--- src/rtl/core/fcma_pkg.sv ---
// ----------------------------------------------------------------------------
// fcma_pkg
// Types, constants and the shared round/pack function of the complex
// single-precision multiply-add pipeline.
// ----------------------------------------------------------------------------
`timescale 1ns / 1ps
`default_nettype none

package fcma_pkg;

  typedef struct packed {
    logic [31:0] a_re;
    logic [31:0] a_im;
    logic [31:0] b_re;
    logic [31:0] b_im;
    logic [31:0] c_re;
    logic [31:0] c_im;
    logic        in_last;
  } in_t;

  typedef struct packed {
    logic [31:0] sum_re;
    logic [31:0] sum_im;
    logic        out_last;
  } out_t;

  localparam logic [31:0] QNAN     = 32'h7FC0_0000;
  localparam logic [31:0] SIGN_BIT = 32'h8000_0000;
  localparam logic [7:0]  EXP_MAX  = 8'hFF;

  // configuration register indexes
  localparam logic [1:0] REG_COMPLEX_MODE = 2'd0;
  localparam logic [1:0] REG_USE_CONSTANT = 2'd1;
  localparam logic [1:0] REG_CONST_RE     = 2'd2;
  localparam logic [1:0] REG_CONST_IM     = 2'd3;

  localparam int MUL_STAGES = 2;
  localparam int ADD_STAGES = 5;
  localparam int NSTG       = 1 + MUL_STAGES + 2 * ADD_STAGES;

  // t: unbiased exponent of the leading one, m: 24-bit significand,
  // g/st: guard and sticky. Flushes tiny values, rounds to nearest even.
  function automatic logic [31:0] round_pack(input logic sign,
                                             input logic signed [9:0] t,
                                             input logic [23:0] m,
                                             input logic g,
                                             input logic st);
    logic [24:0]        mr;
    logic signed [9:0]  te;
    logic [31:0]        res;
    mr  = {1'b0, m} + {24'd0, g & (st | m[0])};
    te  = t;
    res = '0;
    if (t < -10'sd126) begin
      res = {sign, 31'd0};
    end else begin
      if (mr[24]) begin
        mr = mr >> 1;
        te = t + 10'sd1;
      end
      if (te > 10'sd127) begin
        res = {sign, EXP_MAX, 23'd0};
      end else begin
        res = {sign, 8'(te + 10'sd127), mr[22:0]};
      end
    end
    return res;
  endfunction

endpackage

`default_nettype wire

--- src/rtl/core/fcma_fmul.sv ---
// ----------------------------------------------------------------------------
// fcma_fmul
// Two-stage single-precision multiplier: significand product, then
// normalize, round and pack. Each stage has its own advance enable.
// ----------------------------------------------------------------------------
`timescale 1ns / 1ps
`default_nettype none

module fcma_fmul (
  input  wire logic        clk,
  input  wire logic [1:0]  en,
  input  wire logic [31:0] x,
  input  wire logic [31:0] y,
  output logic      [31:0] z
);
  import fcma_pkg::*;

  logic        spc_nxt, spc_r;
  logic [31:0] spcv_nxt, spcv_r;
  logic        sgn_nxt, sgn_r;
  logic [8:0]  esum_nxt, esum_r;
  logic [47:0] prod_nxt, prod_r;
  logic [31:0] z_nxt, z_r;

  logic xn, yn, xi, yi, xz, yz;

  always_comb begin
    xn = (x[30:23] == EXP_MAX) && (x[22:0] != 23'd0);
    yn = (y[30:23] == EXP_MAX) && (y[22:0] != 23'd0);
    xi = (x[30:23] == EXP_MAX) && (x[22:0] == 23'd0);
    yi = (y[30:23] == EXP_MAX) && (y[22:0] == 23'd0);
    xz = (x[30:23] == 8'd0);
    yz = (y[30:23] == 8'd0);
    sgn_nxt  = x[31] ^ y[31];
    spc_nxt  = 1'b1;
    spcv_nxt = QNAN;
    if (xn || yn || (xi && yz) || (yi && xz)) begin
      spcv_nxt = QNAN;
    end else if (xi || yi) begin
      spcv_nxt = {sgn_nxt, EXP_MAX, 23'd0};
    end else if (xz || yz) begin
      spcv_nxt = {sgn_nxt, 31'd0};
    end else begin
      spc_nxt = 1'b0;
    end
    esum_nxt = {1'b0, x[30:23]} + {1'b0, y[30:23]};
    prod_nxt = {1'b1, x[22:0]} * {1'b1, y[22:0]};
  end

  always_ff @(posedge clk) begin
    if (en[0]) begin
      spc_r  <= spc_nxt;
      spcv_r <= spcv_nxt;
      sgn_r  <= sgn_nxt;
      esum_r <= esum_nxt;
      prod_r <= prod_nxt;
    end
  end

  logic [47:0]       norm;
  logic signed [9:0] t;

  always_comb begin
    norm = prod_r[47] ? prod_r : (prod_r << 1);
    t    = $signed({1'b0, esum_r}) - 10'sd254 + $signed({9'd0, prod_r[47]});
    z_nxt = spc_r ? spcv_r
                  : round_pack(sgn_r, t, norm[47:24], norm[23], |norm[22:0]);
  end

  always_ff @(posedge clk) begin
    if (en[1]) begin
      z_r <= z_nxt;
    end
  end

  assign z = z_r;

endmodule

`default_nettype wire

--- config.mk ---
export PLATFORM = sky130hd
export DESIGN_NAME = fcma_fmul
export DESIGN_NICKNAME = d
export VERILOG_FILES = /design/src/rtl/core/fcma_pkg.sv /design/src/rtl/core/fcma_fmul.sv
export SDC_FILE = /design/constraint.sdc
export NUM_CORES = 2
export LEC_CHECK = 0
export BUFFER_PORTS_ARGS = -buffer_cell sky130_fd_sc_hd__buf_4
export CELL_PAD_IN_SITES_DETAIL_PLACEMENT = 2
export CELL_PAD_IN_SITES_GLOBAL_PLACEMENT = 2
export CORE_UTILIZATION = 30
export CTS_CLUSTER_DIAMETER = 100
export DETAILED_ROUTE_END_ITERATION = 12
export PLACE_DENSITY_LB_ADDON = 0.25
export REMOVE_ABC_BUFFERS = 1
export SLEW_MARGIN = 20
export SYNTH_ARGS = -nofsm -noshare
export SYNTH_HDL_FRONTEND = slang
export SYNTH_SLANG_ARGS = --single-unit
--- constraint.sdc ---
create_clock -name clk -period 8.58 [get_ports clk]
set_input_delay 1.287 -clock clk [delete_from_list [all_inputs] [get_ports clk]]
set_output_delay 1.287 -clock clk [all_outputs]
set_load 0.02 [all_outputs]
### After elaboration in Yosys (flattened, before gate mapping)

Index checks and enable logic that the tools add are counted.

| storage, ports and cells | value |
|---|---|
| register bits | 123 |
| bits in latches | 0 |
| RAM bits | 0 |
| memory bits (read-only) | 0 |
| output and inout bits | 32 |
| word-level logic and storage cells | 50 |
| memories | 0 |

| cells by class | value |
|---|---|
| add/subtract/negate cells | 6 |
| multiply operators | 1 |
| divide/modulo/power cells | 0 |
| magnitude comparators | 2 |
| equality and inequality tests | 2 |
| shifts and indexed selects | 0 |
| muxes and demuxes | 10 |
| bitwise operators | 3 |
| reductions and logical operators | 19 |

Operator list:

| kind | count |
|---|---|
| two-way mux 32 bit | 3 |
| two-way mux 31 bit | 2 |
| multiplier 24 x 24 -> 48 bit | 1 |
| two-way mux 48 bit | 1 |
| logical NOT 23 bit | 2 |
| nonzero test 23 bit | 2 |
| adder 24 x 1 -> 25 bit | 1 |
| two-way mux 23 bit | 1 |
| OR reduction 23 bit | 1 |
| two-way mux 10 bit | 2 |
| == test 8 bit, second input constant | 2 |
| logical NOT 8 bit | 2 |
| adder 10 x 2 -> 10 bit | 1 |
| adder 10 x 2 -> 10 bit, second input constant | 1 |
| > comparator 10 x 8 -> 1 bit, second input constant | 1 |
| less-than comparator 10 x 8 -> 1 bit, second input constant | 1 |
| subtractor 9 x 8 -> 10 bit, second input constant | 1 |
| adder 8 x 8 -> 9 bit | 1 |
| adder 8 bit, second input constant | 1 |
| logical AND 1 bit | 6 |
| logical OR 1 bit | 5 |
| OR reduction 2 bit | 1 |
| bitwise AND 1 bit | 1 |
| two-way mux 1 bit | 1 |
| other kinds (2) | 2 |

### Depth between registers and ports, before layout

| depth | value |
|---|---|
| depth after elaboration | 11 |
| mapped depth | 27 |
| gate-level depth less buffers | 25 |

### Worst setup path after synthesis

OpenSTA, ideal clock, no wires.

| path | value |
|---|---|
| path kind | input to register |
| from | input port x[22] |
| to | register prod_r[46], data pin |
| arrival | 7.614 ns |
| required time | 8.321 ns |
| path slack | 0.707 ns |
| stages | 26 |
| cells stage by stage | clkbuf_1 -> clkbuf_1 -> nand2_1 -> fa_1 -> inv_1 -> fa_1 -> inv_1 -> fa_1 -> fa_1 -> inv_1 -> fa_1 -> fa_1 -> inv_1 -> fa_1 -> inv_1 -> ha_1 -> clkbuf_1 -> a21oi_1 -> o21ai_0 -> o2111ai_1 -> a21o_1 -> a21oi_1 -> a221oi_1 -> o21ai_0 -> a41oi_1 -> xnor2_1 |

| between the ends | value |
|---|---|
| word-level cells in the longest chain between the ends | 1 |

Ends and longest elaborated chain:

| element | RTL line | source |
|---|---|---|
| from (decl) | fcma_fmul.sv:12 | `input wire logic [31:0] x,` |
| multiplier 24 x 24 -> 48 bit | fcma_fmul.sv:47 | `prod_nxt = {1'b1, x[22:0]} * {1'b1, y[22:0]};` |
| net prod_nxt[46] | fcma_fmul.sv:22 | `logic [47:0] prod_nxt, prod_r;` |
| to (signal assigned) | fcma_fmul.sv:56 | `prod_r <= prod_nxt;` |
| to (decl) | fcma_fmul.sv:22 |  |

The timed path passes the listed nets, and every way through them passes these cells.
A chain may end at the register's enable or synchronous reset.

### Worst setup path after layout

| path | value |
|---|---|
| from | input port x[7] |
| to | register prod_r[33], data pin |

Same word-level chain as after synthesis.

==> impl_metrics.py <==
metrics = {
    "global_route": {
        "grt_overflow": 0,
        "antenna_found_initial": 2,
        "grt_max_degree": 63,
        "grtUsageTotal_pct": 21.2,
        "grt_pass1_vias": 21189,
        "grt_pass1_wl_um": 129000,
    },
    "yosys": {
        "synth-main-ff-cell": "edfxtp_1",
        "synth.avg_cell_area_um2": 9.19,
        "yosys_warnings": 0,
        "yosys.area.top_type": "fa_1",
        "synthArstFlopShare_pct": 0,
        "synth_top_cell_area_share_pct": 40.3,
        "synth-edff-count": 94,
        "syn_inst": 2609,
        "synthTopCellsByCount": "597 x inv_1, 483 x fa_1, 316 x nand2_1",
        "ys_seq_area_share_pct": 11.8,
        "synthesis.area_mm2": 0.0240,
        "synth_cell_type_count": 62,
        "synth_most_common_cell": "inv_1",
        "yosys-top-cells-area": "fa_1 40%, edfxtp_1 12%, ha_1 9.8%",
        "ys_ff_latch": 94,
    },
    "placement": {
        "postPlaceCellArea_mm2": 0.0258,
        "gp_congestion": 0.845,
        "io_buffers": 98,
        "dp_hpwl_um": 67900,
        "place_worst_setup_slack_ns": -0.171,
    },
    "clocking": {
        "htree_levels": 3,
        "clkLatencyLatePin_ns": 0.35,
        "postCtsHoldBufs": 0,
        "cts_buffers": 9,
        "cts_buffer_depth": 2,
        "cts.sinks": 94,
        "cts_tree": "built",
        "cts_resized": 0,
        "post_cts_buffers": 0,
        "cts_root_buf": "clkbuf_16",
        "cts.clk_slew.worst_paths_ns": 0.06,
    },
    "timing": {
        "maxSlewHeadroom_pct": 43.6,
        "fin_crit_ns": 8.18,
        "setup_tns_ns": 0,
        "rsz0062_at_grt": "no",
        "hold-worst-slack_ns": 0.565,
        "setup_viol": 0,
        "worst_slack_ns": 0.398,
        "fin_crit_sh_pct": 95.4,
        "worst_pin_slew_ns": 0.847,
        "slew_viol_final": 0,
        "finalHoldViolations": 0,
        "finClkSkew_ns": 0.00705,
        "max_freq_ghz": 0.122,
    },
    "layout": {
        "drive_gt1_share_pct": 6.48,
        "fin_nets": 3371,
        "area_growth_pct": 9.08,
        "fin_area_mm2": 0.0262,
    },
    "floorplanning": {
        "ios": 99,
        "die_w_um": 285,
        "initial_core_util_pct": 30.4,
        "die_area_mm2": 0.0811,
        "fp-row-count": 103,
        "core_area_mm2": 0.0790,
        "die_h_um": 285,
    },
    "setup_path": {
        "crit_arrival_ns": 8.28,
        "r2r_cells": 13,
        "r2r_start": "prod_r[47]",
        "crit_fanout": 21,
        "worstSetupEndpointType": "register",
        "r2r_end": "z[11]",
        "path_class": "in -> reg",
        "required_ns": 8.68,
        "startpoint_type": "primary input",
        "rrSetupSlack_ns": 3.84,
    },
    "detailed_routing": {
        "vias": 17826,
        "ant_nets": 0,
        "first_pass_iters": 4,
        "wirelength_um": 84400,
        "wl_per_cell_um": 22.9,
        "drt_iter0_drc": 707,
        "drc": 0,
        "viasPerCell": 4.83,
    },
    "min_path": {
        "hold_depth": 1,
        "hold_class": "reg -> reg",
        "hold_path_end": "z[31]",
        "worstHoldStart": "sgn_r",
    },
    "job": {
        "cap_violations": 0,
    },
    "run_status": {
        "status": "complete, no violations",
    },
}
through the flow:
step	utilization [%]	instances
finish	33.1	3691
global route	33.1	3689
detailed placement	32.7	3673
floorplan	-	2491
global placement	32.7	3673
CTS	33.1	3689
flip-flops by register name, indices dropped and copies added (netlist names):
name / cells
z: 32
prod_r: 48
spc_r: 1
spcv_r: 3
esum_r: 9
sgn_r: 1
critical path, stage by stage:
cell and delay (ns):
buf_4 0.21, inv_1 0.42, nor2_1 0.12, fa_1 0.51, inv_1 0.07, fa_1 0.56, inv_1 0.07, fa_1 0.50
ha_1 0.22, fa_1 0.48, inv_1 0.06, fa_1 0.50, fa_1 0.50, inv_1 0.04, ha_1 0.34, nand2_1 0.12
o21ai_0 0.18, nand2_1 0.17, o31ai_1 0.40, a21oi_1 0.28, o21ai_0 0.38, a21boi_0 0.30, o311ai_1 0.52
how the worst max path moves through the flow:
stage | from | endpoint | slack (ns)
final | x[7] | prod_r[33] | 0.40
after detailed placement | x[7] | prod_r[33] | -0.17
after CTS | x[7] | prod_r[33] | 0.22
after floorplan | y[0] | prod_r[46] | 1.16
after global routing | x[7] | prod_r[33] | 0.12
after global placement | x[6] | prod_r[33] | 0.20
kinds of logic (layout without fill, tap and decap cells):
family | after synthesis | after routing | share of synthesized area, %
flops | 94 | 94 | 11.8
buf+inv | 718 | 748 | 11.3
compound gates | 225 | 225 | 6.02
xor+xnor | 105 | 105 | 3.83
simple gates | 783 | 783 | 16.4
mux | 14 | 14 | 0.605
other cells | 0 | 2 | 0
fa+ha+maj | 670 | 670 | 50.1
layout make-up:
type	count	area [um^2]
clock buffer	9	225
multi-input combinational	1797	18400
fill	8758	52800
antenna	2	5.00
tap	1050	1310
clock inverter	7	88.8
inverter	600	2250
sequential	94	2820
timing repair buffer	132	1020
cells in the final DEF, fill, tap and decap left out, types with 11 or more instances in the layout:
master,instances
o21ai_0,44
nand3_1,21
fa_1,483
a21oi_1,80
and2_1,258
xnor2_1,56
a21o_1,28
nand4_1,17
nor4_1,17
nand2_1,316
edfxtp_1,94
and3_1,11
buf_4,130
inv_1,597
ha_1,187
xor2_1,49
nor2_1,88
per-layer routing:
layer / share of wire (%) / GRT usage (%) / up-vias / routed length (um)
met5: 0 / 0 / - / 0
met4: 2.9 / 6.53 / 0 / 2490
met3: 2.8 / 2.10 / 110 / 2380
met2: 50 / 37.1 / 291 / 42100
met1: 44 / 27.5 / 9499 / 37400
li1: - / - / 7926 / -
Power is not shown: default switching activity piles up to over one toggle a cycle in this logic, so the estimate is an artifact.
